File: src/hdl/csvt_pkg.sv
`timescale 1ns / 1ps

package csvt_pkg;

  localparam int ROW_BITS    = 32;
  localparam int COLUMN_BITS = 16;
  localparam int QUEUE_DEPTH = 2;

  localparam int CFG_INDEX_BITS = 2;
  localparam logic [CFG_INDEX_BITS-1:0] CFG_SEPARATOR  = 2'd0;
  localparam logic [CFG_INDEX_BITS-1:0] CFG_QUOTE      = 2'd1;
  localparam logic [CFG_INDEX_BITS-1:0] CFG_QUOTES_ENA = 2'd2;

  localparam logic [7:0] SEPARATOR_RESET = 8'h3B;
  localparam logic [7:0] QUOTE_RESET     = 8'h22;
  localparam logic [7:0] CHAR_CR         = 8'h0D;
  localparam logic [7:0] CHAR_LF         = 8'h0A;
  localparam logic [7:0] CHAR_SPACE      = 8'h20;
  localparam logic [7:0] CHAR_TAB        = 8'h09;

  typedef enum logic [2:0] {
    ST_BOL        = 3'd0,
    ST_AFTER_CR   = 3'd1,
    ST_BOF        = 3'd2,
    ST_PLAIN      = 3'd3,
    ST_QUOTED     = 3'd4,
    ST_QUOTE_SEEN = 3'd5,
    ST_TRAIL      = 3'd6,
    ST_BAD        = 3'd7
  } parse_state_t;

  typedef enum logic [2:0] {
    TK_ROW   = 3'd0,
    TK_BYTE  = 3'd1,
    TK_FEND  = 3'd2,
    TK_REND  = 3'd3,
    TK_FLUSH = 3'd4
  } token_kind_t;

  // everything one input byte produces: an optional row begin plus at most one main token
  typedef struct packed {
    logic                   has_row;
    logic                   has_main;
    token_kind_t            main_kind;
    logic [7:0]             main_byte;
    logic                   main_quoted;
    logic                   incomplete;
    logic [ROW_BITS-1:0]    row;
    logic [COLUMN_BITS-1:0] col;
  } bundle_t;

  typedef struct packed {
    token_kind_t kind;
    logic [7:0]  content;
    logic        quoted;
    logic [31:0] row;
    logic [15:0] col;
    logic        incomplete;
    logic        last;
  } token_t;

endpackage

File: src/hdl/csvt_front.sv
`timescale 1ns / 1ps

module csvt_front (
  input  logic                                  clk,
  input  logic                                  rst_n,
  input  logic                                  cfg_valid,
  input  logic [csvt_pkg::CFG_INDEX_BITS-1:0]   cfg_index,
  input  logic [7:0]                            cfg_data,
  input  logic                                  in_valid,
  output logic                                  in_ready,
  input  logic [7:0]                            in_data_byte,
  input  logic                                  in_flush,
  input  logic                                  q_ready,
  output logic                                  q_push,
  output csvt_pkg::bundle_t                     q_data
);
  import csvt_pkg::*;

  logic [7:0]             sep_r;
  logic [7:0]             quote_r;
  logic                   quotes_ena_r;
  parse_state_t           st_r, st_nxt, s_eff;
  logic [ROW_BITS-1:0]    row_r, row_nxt;
  logic [COLUMN_BITS-1:0] col_r, col_nxt, col_base;
  logic                   row_inc, col_inc, skip;
  logic                   is_sep, is_q, is_cr, is_lf, is_ws;
  logic                   accept;
  bundle_t                bnd;

  assign is_sep = (in_data_byte == sep_r);
  assign is_q   = (in_data_byte == quote_r);
  assign is_cr  = (in_data_byte == CHAR_CR);
  assign is_lf  = (in_data_byte == CHAR_LF);
  assign is_ws  = (in_data_byte == CHAR_SPACE) || (in_data_byte == CHAR_TAB);

  assign in_ready = q_ready;
  assign accept   = in_valid && in_ready;
  assign q_push   = accept && (bnd.has_row || bnd.has_main);
  assign q_data   = bnd;

  always_comb begin
    bnd      = '0;
    skip     = 1'b0;
    col_base = col_r;
    row_inc  = 1'b0;
    col_inc  = 1'b0;
    s_eff    = st_r;
    st_nxt   = st_r;
    if (in_flush) begin
      bnd.has_main   = 1'b1;
      bnd.main_kind  = TK_FLUSH;
      bnd.incomplete = !((st_r == ST_BOL) || (st_r == ST_AFTER_CR));
    end else begin
      // prefix: a new record opens with a row begin and the byte is handled right after
      unique case (st_r)
        ST_BOL: begin
          bnd.has_row = 1'b1;
          col_base    = '0;
          s_eff       = ST_BOF;
        end
        ST_AFTER_CR: begin
          if (is_lf) begin
            st_nxt = ST_BOL;
            skip   = 1'b1;
          end else begin
            bnd.has_row = 1'b1;
            col_base    = '0;
            s_eff       = ST_BOF;
          end
        end
        default: ;
      endcase
      if (!skip && s_eff == ST_BOF) begin
        if (quotes_ena_r && is_q) begin
          st_nxt = ST_QUOTED;
          skip   = 1'b1;
        end else begin
          s_eff = ST_PLAIN;
        end
      end
      if (!skip && s_eff == ST_QUOTE_SEEN && !is_q) s_eff = ST_TRAIL;
      if (!skip) begin
        st_nxt = s_eff;
        unique case (s_eff)
          ST_PLAIN: begin
            bnd.has_main = 1'b1;
            if (is_sep) begin
              bnd.main_kind = TK_FEND;
              col_inc       = 1'b1;
              st_nxt        = ST_BOF;
            end else if (is_cr || is_lf) begin
              bnd.main_kind = TK_REND;
              row_inc       = 1'b1;
              st_nxt        = is_cr ? ST_AFTER_CR : ST_BOL;
            end else begin
              bnd.main_kind = TK_BYTE;
              bnd.main_byte = in_data_byte;
            end
          end
          ST_QUOTED: begin
            if (is_q) begin
              st_nxt = ST_QUOTE_SEEN;
            end else begin
              bnd.has_main    = 1'b1;
              bnd.main_kind   = TK_BYTE;
              bnd.main_byte   = in_data_byte;
              bnd.main_quoted = 1'b1;
            end
          end
          ST_QUOTE_SEEN: begin
            // doubled quote
            bnd.has_main    = 1'b1;
            bnd.main_kind   = TK_BYTE;
            bnd.main_byte   = quote_r;
            bnd.main_quoted = 1'b1;
            st_nxt          = ST_QUOTED;
          end
          ST_TRAIL: begin
            if (is_ws) begin
              st_nxt = ST_TRAIL;
            end else if (is_sep) begin
              bnd.has_main    = 1'b1;
              bnd.main_kind   = TK_FEND;
              bnd.main_quoted = 1'b1;
              col_inc         = 1'b1;
              st_nxt          = ST_BOF;
            end else if (is_cr || is_lf) begin
              bnd.has_main    = 1'b1;
              bnd.main_kind   = TK_REND;
              bnd.main_quoted = 1'b1;
              row_inc         = 1'b1;
              st_nxt          = is_cr ? ST_AFTER_CR : ST_BOL;
            end else begin
              st_nxt = ST_BAD;
            end
          end
          ST_BAD: begin
            if (is_sep) begin
              st_nxt = ST_BOF;
            end else if (is_lf) begin
              row_inc = 1'b1;
              st_nxt  = ST_BOL;
            end
          end
          default: st_nxt = s_eff;
        endcase
      end
    end
    bnd.row = row_r;
    bnd.col = col_base;
    row_nxt = row_r + ROW_BITS'(row_inc);
    col_nxt = col_base + COLUMN_BITS'(col_inc);
  end

  always_ff @(posedge clk) begin
    if (!rst_n) begin
      sep_r        <= SEPARATOR_RESET;
      quote_r      <= QUOTE_RESET;
      quotes_ena_r <= 1'b1;
      st_r         <= ST_BOL;
      row_r        <= '0;
      col_r        <= '0;
    end else begin
      if (cfg_valid) begin
        case (cfg_index)
          CFG_SEPARATOR:  sep_r        <= cfg_data;
          CFG_QUOTE:      quote_r      <= cfg_data;
          CFG_QUOTES_ENA: quotes_ena_r <= cfg_data[0];
          default: ;
        endcase
      end
      if (accept) begin
        st_r  <= st_nxt;
        row_r <= row_nxt;
        col_r <= col_nxt;
      end
    end
  end

endmodule

File: src/hdl/csvt_queue.sv
`timescale 1ns / 1ps

module csvt_queue (
  input  logic              clk,
  input  logic              rst_n,
  input  logic              push,
  input  csvt_pkg::bundle_t push_data,
  output logic              ready,
  input  logic              pop,
  output logic              head_valid,
  output csvt_pkg::bundle_t head
);
  import csvt_pkg::*;

  localparam int PTR_BITS = (QUEUE_DEPTH > 1) ? $clog2(QUEUE_DEPTH) : 1;
  localparam int CNT_BITS = $clog2(QUEUE_DEPTH + 1);

  bundle_t               mem [QUEUE_DEPTH];
  logic [PTR_BITS-1:0]   wr_ptr_r, rd_ptr_r;
  logic [CNT_BITS-1:0]   count_r;
  logic                  do_pop;

  assign ready      = (count_r != CNT_BITS'(QUEUE_DEPTH));
  assign head_valid = (count_r != '0);
  assign head       = mem[rd_ptr_r];
  assign do_pop     = pop && head_valid;

  always_ff @(posedge clk) begin
    if (!rst_n) begin
      wr_ptr_r <= '0;
      rd_ptr_r <= '0;
      count_r  <= '0;
    end else begin
      if (push) begin
        wr_ptr_r <= (wr_ptr_r == PTR_BITS'(QUEUE_DEPTH - 1)) ? '0 : wr_ptr_r + 1'b1;
      end
      if (do_pop) begin
        rd_ptr_r <= (rd_ptr_r == PTR_BITS'(QUEUE_DEPTH - 1)) ? '0 : rd_ptr_r + 1'b1;
      end
      if (push && !do_pop)      count_r <= count_r + 1'b1;
      else if (!push && do_pop) count_r <= count_r - 1'b1;
    end
  end

  always_ff @(posedge clk) begin
    if (push) mem[wr_ptr_r] <= push_data;
  end

endmodule

File: src/hdl/csvt_back.sv
`timescale 1ns / 1ps

module csvt_back (
  input  logic              clk,
  input  logic              rst_n,
  input  logic              head_valid,
  input  csvt_pkg::bundle_t head,
  output logic              pop,
  output logic              out_valid,
  input  logic              out_ready,
  output csvt_pkg::token_t  out_tok
);
  import csvt_pkg::*;

  logic   out_valid_r;
  logic   row_sent_r, row_sent_nxt;
  logic   load;
  token_t tok_r, tok_nxt;

  assign load      = !out_valid_r || out_ready;
  assign out_valid = out_valid_r;
  assign out_tok   = tok_r;

  always_comb begin
    pop           = 1'b0;
    row_sent_nxt  = row_sent_r;
    tok_nxt       = '0;
    tok_nxt.row   = 32'(head.row);
    tok_nxt.col   = 16'(head.col);
    if (head.has_row && !row_sent_r) begin
      tok_nxt.kind = TK_ROW;
      tok_nxt.last = !head.has_main;
      if (head.has_main) row_sent_nxt = 1'b1;
      else               pop          = load && head_valid;
    end else begin
      tok_nxt.kind       = head.main_kind;
      tok_nxt.content    = head.main_byte;
      tok_nxt.quoted     = head.main_quoted;
      tok_nxt.incomplete = head.incomplete;
      tok_nxt.last       = 1'b1;
      pop                = load && head_valid;
      row_sent_nxt       = 1'b0;
    end
  end

  always_ff @(posedge clk) begin
    if (!rst_n) begin
      out_valid_r <= 1'b0;
      row_sent_r  <= 1'b0;
    end else if (load) begin
      out_valid_r <= head_valid;
      if (head_valid) row_sent_r <= row_sent_nxt;
    end
  end

  always_ff @(posedge clk) begin
    if (load && head_valid) tok_r <= tok_nxt;
  end

endmodule

File: src/hdl/csv_byte_tokenizer_core.sv
`timescale 1ns / 1ps
// Channel   Handshake              Beat carries
// cfg       cfg_valid/cfg_ready    cfg_index, cfg_data (register write)
// in        in_valid/in_ready      in_data_byte, in_flush
// out       out_valid/out_ready    token kind, content, quoted, row, column,
//                                  incomplete, last_of_run
//
// One byte per cycle in while the queue has room; out sends one token per cycle
// while out_ready is high, so a record-opening byte holds the back end for its
// row begin and its own token. Each beat is queued, then loaded into the output
// register; the two-entry queue lets the front take bytes while out stalls.
// Synchronous active-low reset restores the register defaults and line start.

module csv_byte_tokenizer_core (
  input  logic                                clk,
  input  logic                                rst_n,
  input  logic                                cfg_valid,
  output logic                                cfg_ready,
  input  logic [csvt_pkg::CFG_INDEX_BITS-1:0] cfg_index,
  input  logic [7:0]                          cfg_data,
  input  logic                                in_valid,
  output logic                                in_ready,
  input  logic [7:0]                          in_data_byte,
  input  logic                                in_flush,
  output logic                                out_valid,
  input  logic                                out_ready,
  output logic [2:0]                          out_token_kind,
  output logic [7:0]                          out_content_byte,
  output logic                                out_was_quoted,
  output logic [31:0]                         out_row_number,
  output logic [15:0]                         out_column_number,
  output logic                                out_incomplete,
  output logic                                out_last_of_run
);
  import csvt_pkg::*;

  logic    q_ready, q_push, q_pop, q_head_valid;
  bundle_t q_data, q_head;
  token_t  tok;

  assign cfg_ready = 1'b1;

  csvt_front u_front (
    .clk          (clk),
    .rst_n        (rst_n),
    .cfg_valid    (cfg_valid),
    .cfg_index    (cfg_index),
    .cfg_data     (cfg_data),
    .in_valid     (in_valid),
    .in_ready     (in_ready),
    .in_data_byte (in_data_byte),
    .in_flush     (in_flush),
    .q_ready      (q_ready),
    .q_push       (q_push),
    .q_data       (q_data)
  );

  csvt_queue u_queue (
    .clk        (clk),
    .rst_n      (rst_n),
    .push       (q_push),
    .push_data  (q_data),
    .ready      (q_ready),
    .pop        (q_pop),
    .head_valid (q_head_valid),
    .head       (q_head)
  );

  csvt_back u_back (
    .clk        (clk),
    .rst_n      (rst_n),
    .head_valid (q_head_valid),
    .head       (q_head),
    .pop        (q_pop),
    .out_valid  (out_valid),
    .out_ready  (out_ready),
    .out_tok    (tok)
  );

  assign out_token_kind    = tok.kind;
  assign out_content_byte  = tok.content;
  assign out_was_quoted    = tok.quoted;
  assign out_row_number    = tok.row;
  assign out_column_number = tok.col;
  assign out_incomplete    = tok.incomplete;
  assign out_last_of_run   = tok.last;

endmodule
File: config.mk
export PLATFORM = sky130hd
export DESIGN_NAME = csv_byte_tokenizer_core
export DESIGN_NICKNAME = d
export VERILOG_FILES = /design/src/hdl/csvt_pkg.sv /design/src/hdl/csvt_front.sv /design/src/hdl/csvt_queue.sv /design/src/hdl/csvt_back.sv /design/src/hdl/csv_byte_tokenizer_core.sv
export SDC_FILE = /design/constraint.sdc
export NUM_CORES = 1
export LEC_CHECK = 0
export BUFFER_PORTS_ARGS = -buffer_cell sky130_fd_sc_hd__buf_2
export CORE_ASPECT_RATIO = 1.75
export CORE_MARGIN = 3
export CORE_UTILIZATION = 34
export CTS_BUF_LIST = sky130_fd_sc_hd__clkbuf_16
export DETAILED_ROUTE_END_ITERATION = 10
export GPL_TIMING_DRIVEN = 0
export MAX_ROUTING_LAYER = met4
export PLACE_DENSITY = 0.56
export REMOVE_ABC_BUFFERS = 1
export SYNTH_ARGS = -nofsm -noshare
export SYNTH_HDL_FRONTEND = slang
export SYNTH_SLANG_ARGS = --single-unit
File: constraint.sdc
create_clock -name clk -period 17.2 [get_ports clk]
set_input_delay 1.72 -clock clk [delete_from_list [all_inputs] [get_ports clk]]
set_output_delay 1.72 -clock clk [all_outputs]
set_load 0.05 [all_outputs]
==> run summary <==
The share of the clock period used by the worst path after layout came out at 29.1%. Synthesis inferred 263 register bits. The number of nets in the finished design is 947. No sink is reached through more buffers than the 3 on the longest clock path. The standard-cell row count is 86. In this design, the stage delay of the slowest critical-path cell is 0.88 ns.

After clock tree synthesis, the setup repair step added 0 buffers. Together, buffers and inverters on the worst path number 1. 89 I/O pins were placed. The total of buffers placed on input and output ports came out at 87. For this run, the number of standard cells in the final layout without fillers is 1,334.

The flow ran to the end, and the final reports show no timing, DRC or antenna violations. The clock skew is 0.0145 ns. The post-route setup TNS is 0 ns.

The remaining design rule violation count is 0. The worst setup path is launched from an input port. The worst path required time came out at 17.62 ns.

In this run the power density over the cells is 156 nW/um2. Dividing the detail-routed via count by the number of cells gives 4.90. The clock transition time at the flip-flop clock pins of the worst setup and hold paths is 0.06 ns. The transition time of the tightest slew-check pin is 1.26 ns. The final route contains 6,539 vias. The area added between synthesis and finish came out at 15.8%. The start point of the worst hold path is u_front.sep_r[1]. Routability-driven placement finished with a final weighted congestion of 0.815. The number of buffers created by CTS is 25. Summed over all layers, the global routing overflow is 0.

The tightest min-delay check is of the flop to flop type. The placeable core area is 31,500 um2. In this run the critical register-to-register path is launched from u_front.st_r[0].

The number of cells after detailed placement came out at 1,287. Headroom to the max-slew limit came out at 15.8%. Entering global routing, the biggest net connects 79 pins. Summing every instance area after synthesis gives 10,900 um2.

The most frequently used flop master after synthesis is edfxtp_1. The endpoint arrival time on the critical path is 5.42 ns. Static timing analysis puts the maximum clock frequency at 200 MHz.

The final setup slack of the worst path came out at 12.20 ns. The worst setup path is captured at a flop. The number of buffers inserted for hold repair after clock tree synthesis came out at 0. The max-cap check violation count came out at 0. The total count of hold-check failures in the final report came out at 0. The starting density of the core came out at 34.6%. Detailed placement finished with a half-perimeter wire length of 14,700 um. The sequential element share of the synthesized area is 65.5%. The maximum fanout encountered on the critical timing path is 9. Setup repair after global routing left no endpoint under its margin. For this design the static power due to leakage is 0.00457 uW. The cell family with the largest share of critical-path delay is simple AND/OR/NAND/NOR gates.

The detail-routed net length per standard cell came out at 16.6 um. The Yosys warning count came out at 0. The die height is 243 um. The final layout contains routed wiring with a total length of 22,100 um. Traced cell by cell, the critical path runs through buf_2, or3b_2, a211o_1, nor3_1, a31oi_1, nor3b_1, ha_1, nand4_1, nor4_2, nand3_1, xnor2_1, and2_1. The number of antenna violations at the first check in global routing is 1. For this block, the initial DRC count from the detailed router was 380.

After technology mapping, the gate count stands at 835. The quantity of gates resized following cts came out at 0. After synthesis, the netlist uses 59 different library cells. From left edge to right edge, the die measures 141 um. The met3 demand-to-capacity share in global routing came out at 2.21%. The global routing met1 resource utilization came out at 14.0%.

The max-slew violation count came out at 0. The share of flip-flops with an asynchronous set or reset is 0%. The global-route usage over all layers came out at 13.2%. The largest voltage drop on the vdd net is 0.0888 mV.

The layer carrying the most global-route usage is met2. The final-layout worst hold slack came out at 0.480 ns. The H-tree level count came out at 1. The first global-routing pass estimated 35,500 um of wire. The fraction of final layout cells with drive strength greater than 1 is 21.5%. On the critical path, the stage with the largest delay is an instance of nor4_2.

The residual antenna-violating net count after detailed routing came out at 0. For this run, global-route usage on met2 was measured as 24.5%. The clock net sink count came out at 263.

The TritonCTS clock tree is done. The origin of the worst setup path is in_data_byte[1]. The die covers 34,400 um2. Setup violations remaining at the end of the flow were counted as 0. The cell sitting at the root of the clock tree is a clkbuf_16. Prior to clock tree synthesis, the placed netlist has a worst setup slack of 11.62 ns. The count of flip-flops with a built-in enable after synthesis came out at 188.

For this run, the detailed router's first-pass iteration total came to 4. The minimum period implied by the final worst setup slack came out at 5.00 ns. Each instance of the synthesized netlist takes up on average 13.1 um2.

At the later pin of the worst-skew pair, clock insertion delay measures 0.54 ns. The via count of the first global-routing pass came out at 6,648. The kind of critical path is input port to flop.
-- sequential cells by signal, summed over array words and instances (netlist names), named ones only --
signal / count
u_back.out_tok: 62
u_back.out_valid: 1
u_back.row_sent_r: 1
u_front.col_r: 16
u_front.quote_r: 8
u_front.quotes_ena_r: 1
u_front.row_r: 32
u_front.sep_r: 8
u_front.st_r: 3
u_queue.count_r: 2
u_queue.mem: 126
u_queue.rd_ptr_r: 1
u_queue.wr_ptr_r: 1
-- cells in the mapped netlist, drive strengths merged (2+ instances only) --
master	instances	area share [%]
nor3	7	0.47
buf	9	0.64
ha	5	0.57
nand4	15	0.86
mux2	49	5.1
or3b	2	0.16
clkbuf	30	1.0
a22oi	9	0.62
and4	4	0.32
nand2	74	2.5
a21oi	12	0.55
nand2b	5	0.29
nand3	35	1.6
o2111ai	2	0.16
and2	60	3.4
o211ai	2	0.14
a21boi	16	1.1
a22o	7	0.56
o21ai	20	0.92
dfxtp	75	14
o22ai	2	0.11
clkinv	2	0.069
or4	6	0.52
nor2	55	1.9
mux2i	24	2.2
nand3b	4	0.28
nor3b	2	0.14
xor2	20	1.6
a31oi	5	0.29
inv	5	0.17
nor2b	12	0.69
nor4	3	0.23
o31ai	3	0.21
edfxtp	188	52
and3	9	0.52
or3	7	0.40
xnor2	36	2.9
-- cell usage in the layout (no fill, tap or decap), types with 9 or more instances in the layout --
cell and instances:
nor2b_1 11, buf_2 87, a21boi_0 15, o21ai_0 20, nor2_1 54, nand3_1 35, nand2_1 74, mux2_2 49
xor2_1 20, xnor2_1 36, mux2i_1 24, nand4_1 15, a22oi_1 9, a21oi_1 12, edfxtp_1 188, and3_1 9
dfxtp_1 74, clkbuf_16 25, and2_1 59
-- cells by family after synthesis --
| logic type | Yosys count | share of synthesized area [%] |
|---|---|---|
| flops | 263 | 65.5 |
| buf+inv | 46 | 1.91 |
| simple gates | 303 | 14.6 |
| fa+ha+maj | 5 | 0.573 |
| xor+xnor | 56 | 4.49 |
| other cells | 1 | 0.0344 |
| mux | 73 | 7.26 |
| compound gates | 88 | 5.71 |
-- layer usage --
layer | wire [um] | share of wire (%)
met1 | 8300 | 37
met5 | 0 | 0
met2 | 12200 | 55
met4 | 632 | 2.9
met3 | 1010 | 4.5
-- cell type report --
class | count | area, um2
Multi-Input combinational cell | 526 | 3600
Sequential cell | 263 | 7150
Inverter | 7 | 26.3
Antenna cell | 1 | 2.50
Timing Repair Buffer | 95 | 624
Fill cell | 2985 | 18900
Clock buffer | 25 | 626
Clock inverter | 21 | 119
Tap cell | 396 | 495
-- power breakdown --
part           leakage [uW]  total (uW)  switching, uW  internal, uW
Sequential          0.00242         877           39.6           837
Combinational       0.00178         589            423           167
Clock              0.000372         502            235           267
Total               0.00457        1970            697          1270
-- worst reg2reg max path: cells and delay by family, from the launching register on --
kind	cells	cell delay [ns]
AOI/OAI and AO/OA	2	0.21
xor gates and xnor gates	1	0.16
adders and majority gates	1	0.28
buffers and inverters	1	0.50
DFF	1	0.71
and+or+nand+nor	7	2.24
-- path summary, 6_finish.rpt --
check                           end  slack, ns  depth (start not counted)
setup / recovery  u_front.row_r[19]      12.20                         12
hold / removal     u_front.sep_r[1]       0.48                          2
setup reg to reg  u_front.row_r[19]      12.99                         12
hold reg to reg    u_front.sep_r[1]       0.48                          2
-- metrics by stage --
step	instance area, um2	total power [uW]	util (%)
after floorplan	10700	1320	-
after global placement	11700	1480	37.0
after detailed placement	11900	1500	37.7
after CTS	12600	2010	40.1
after global routing	12600	2060	40.1
final	12600	1970	40.1
Note: power is estimated with default switching activity, not from simulation.
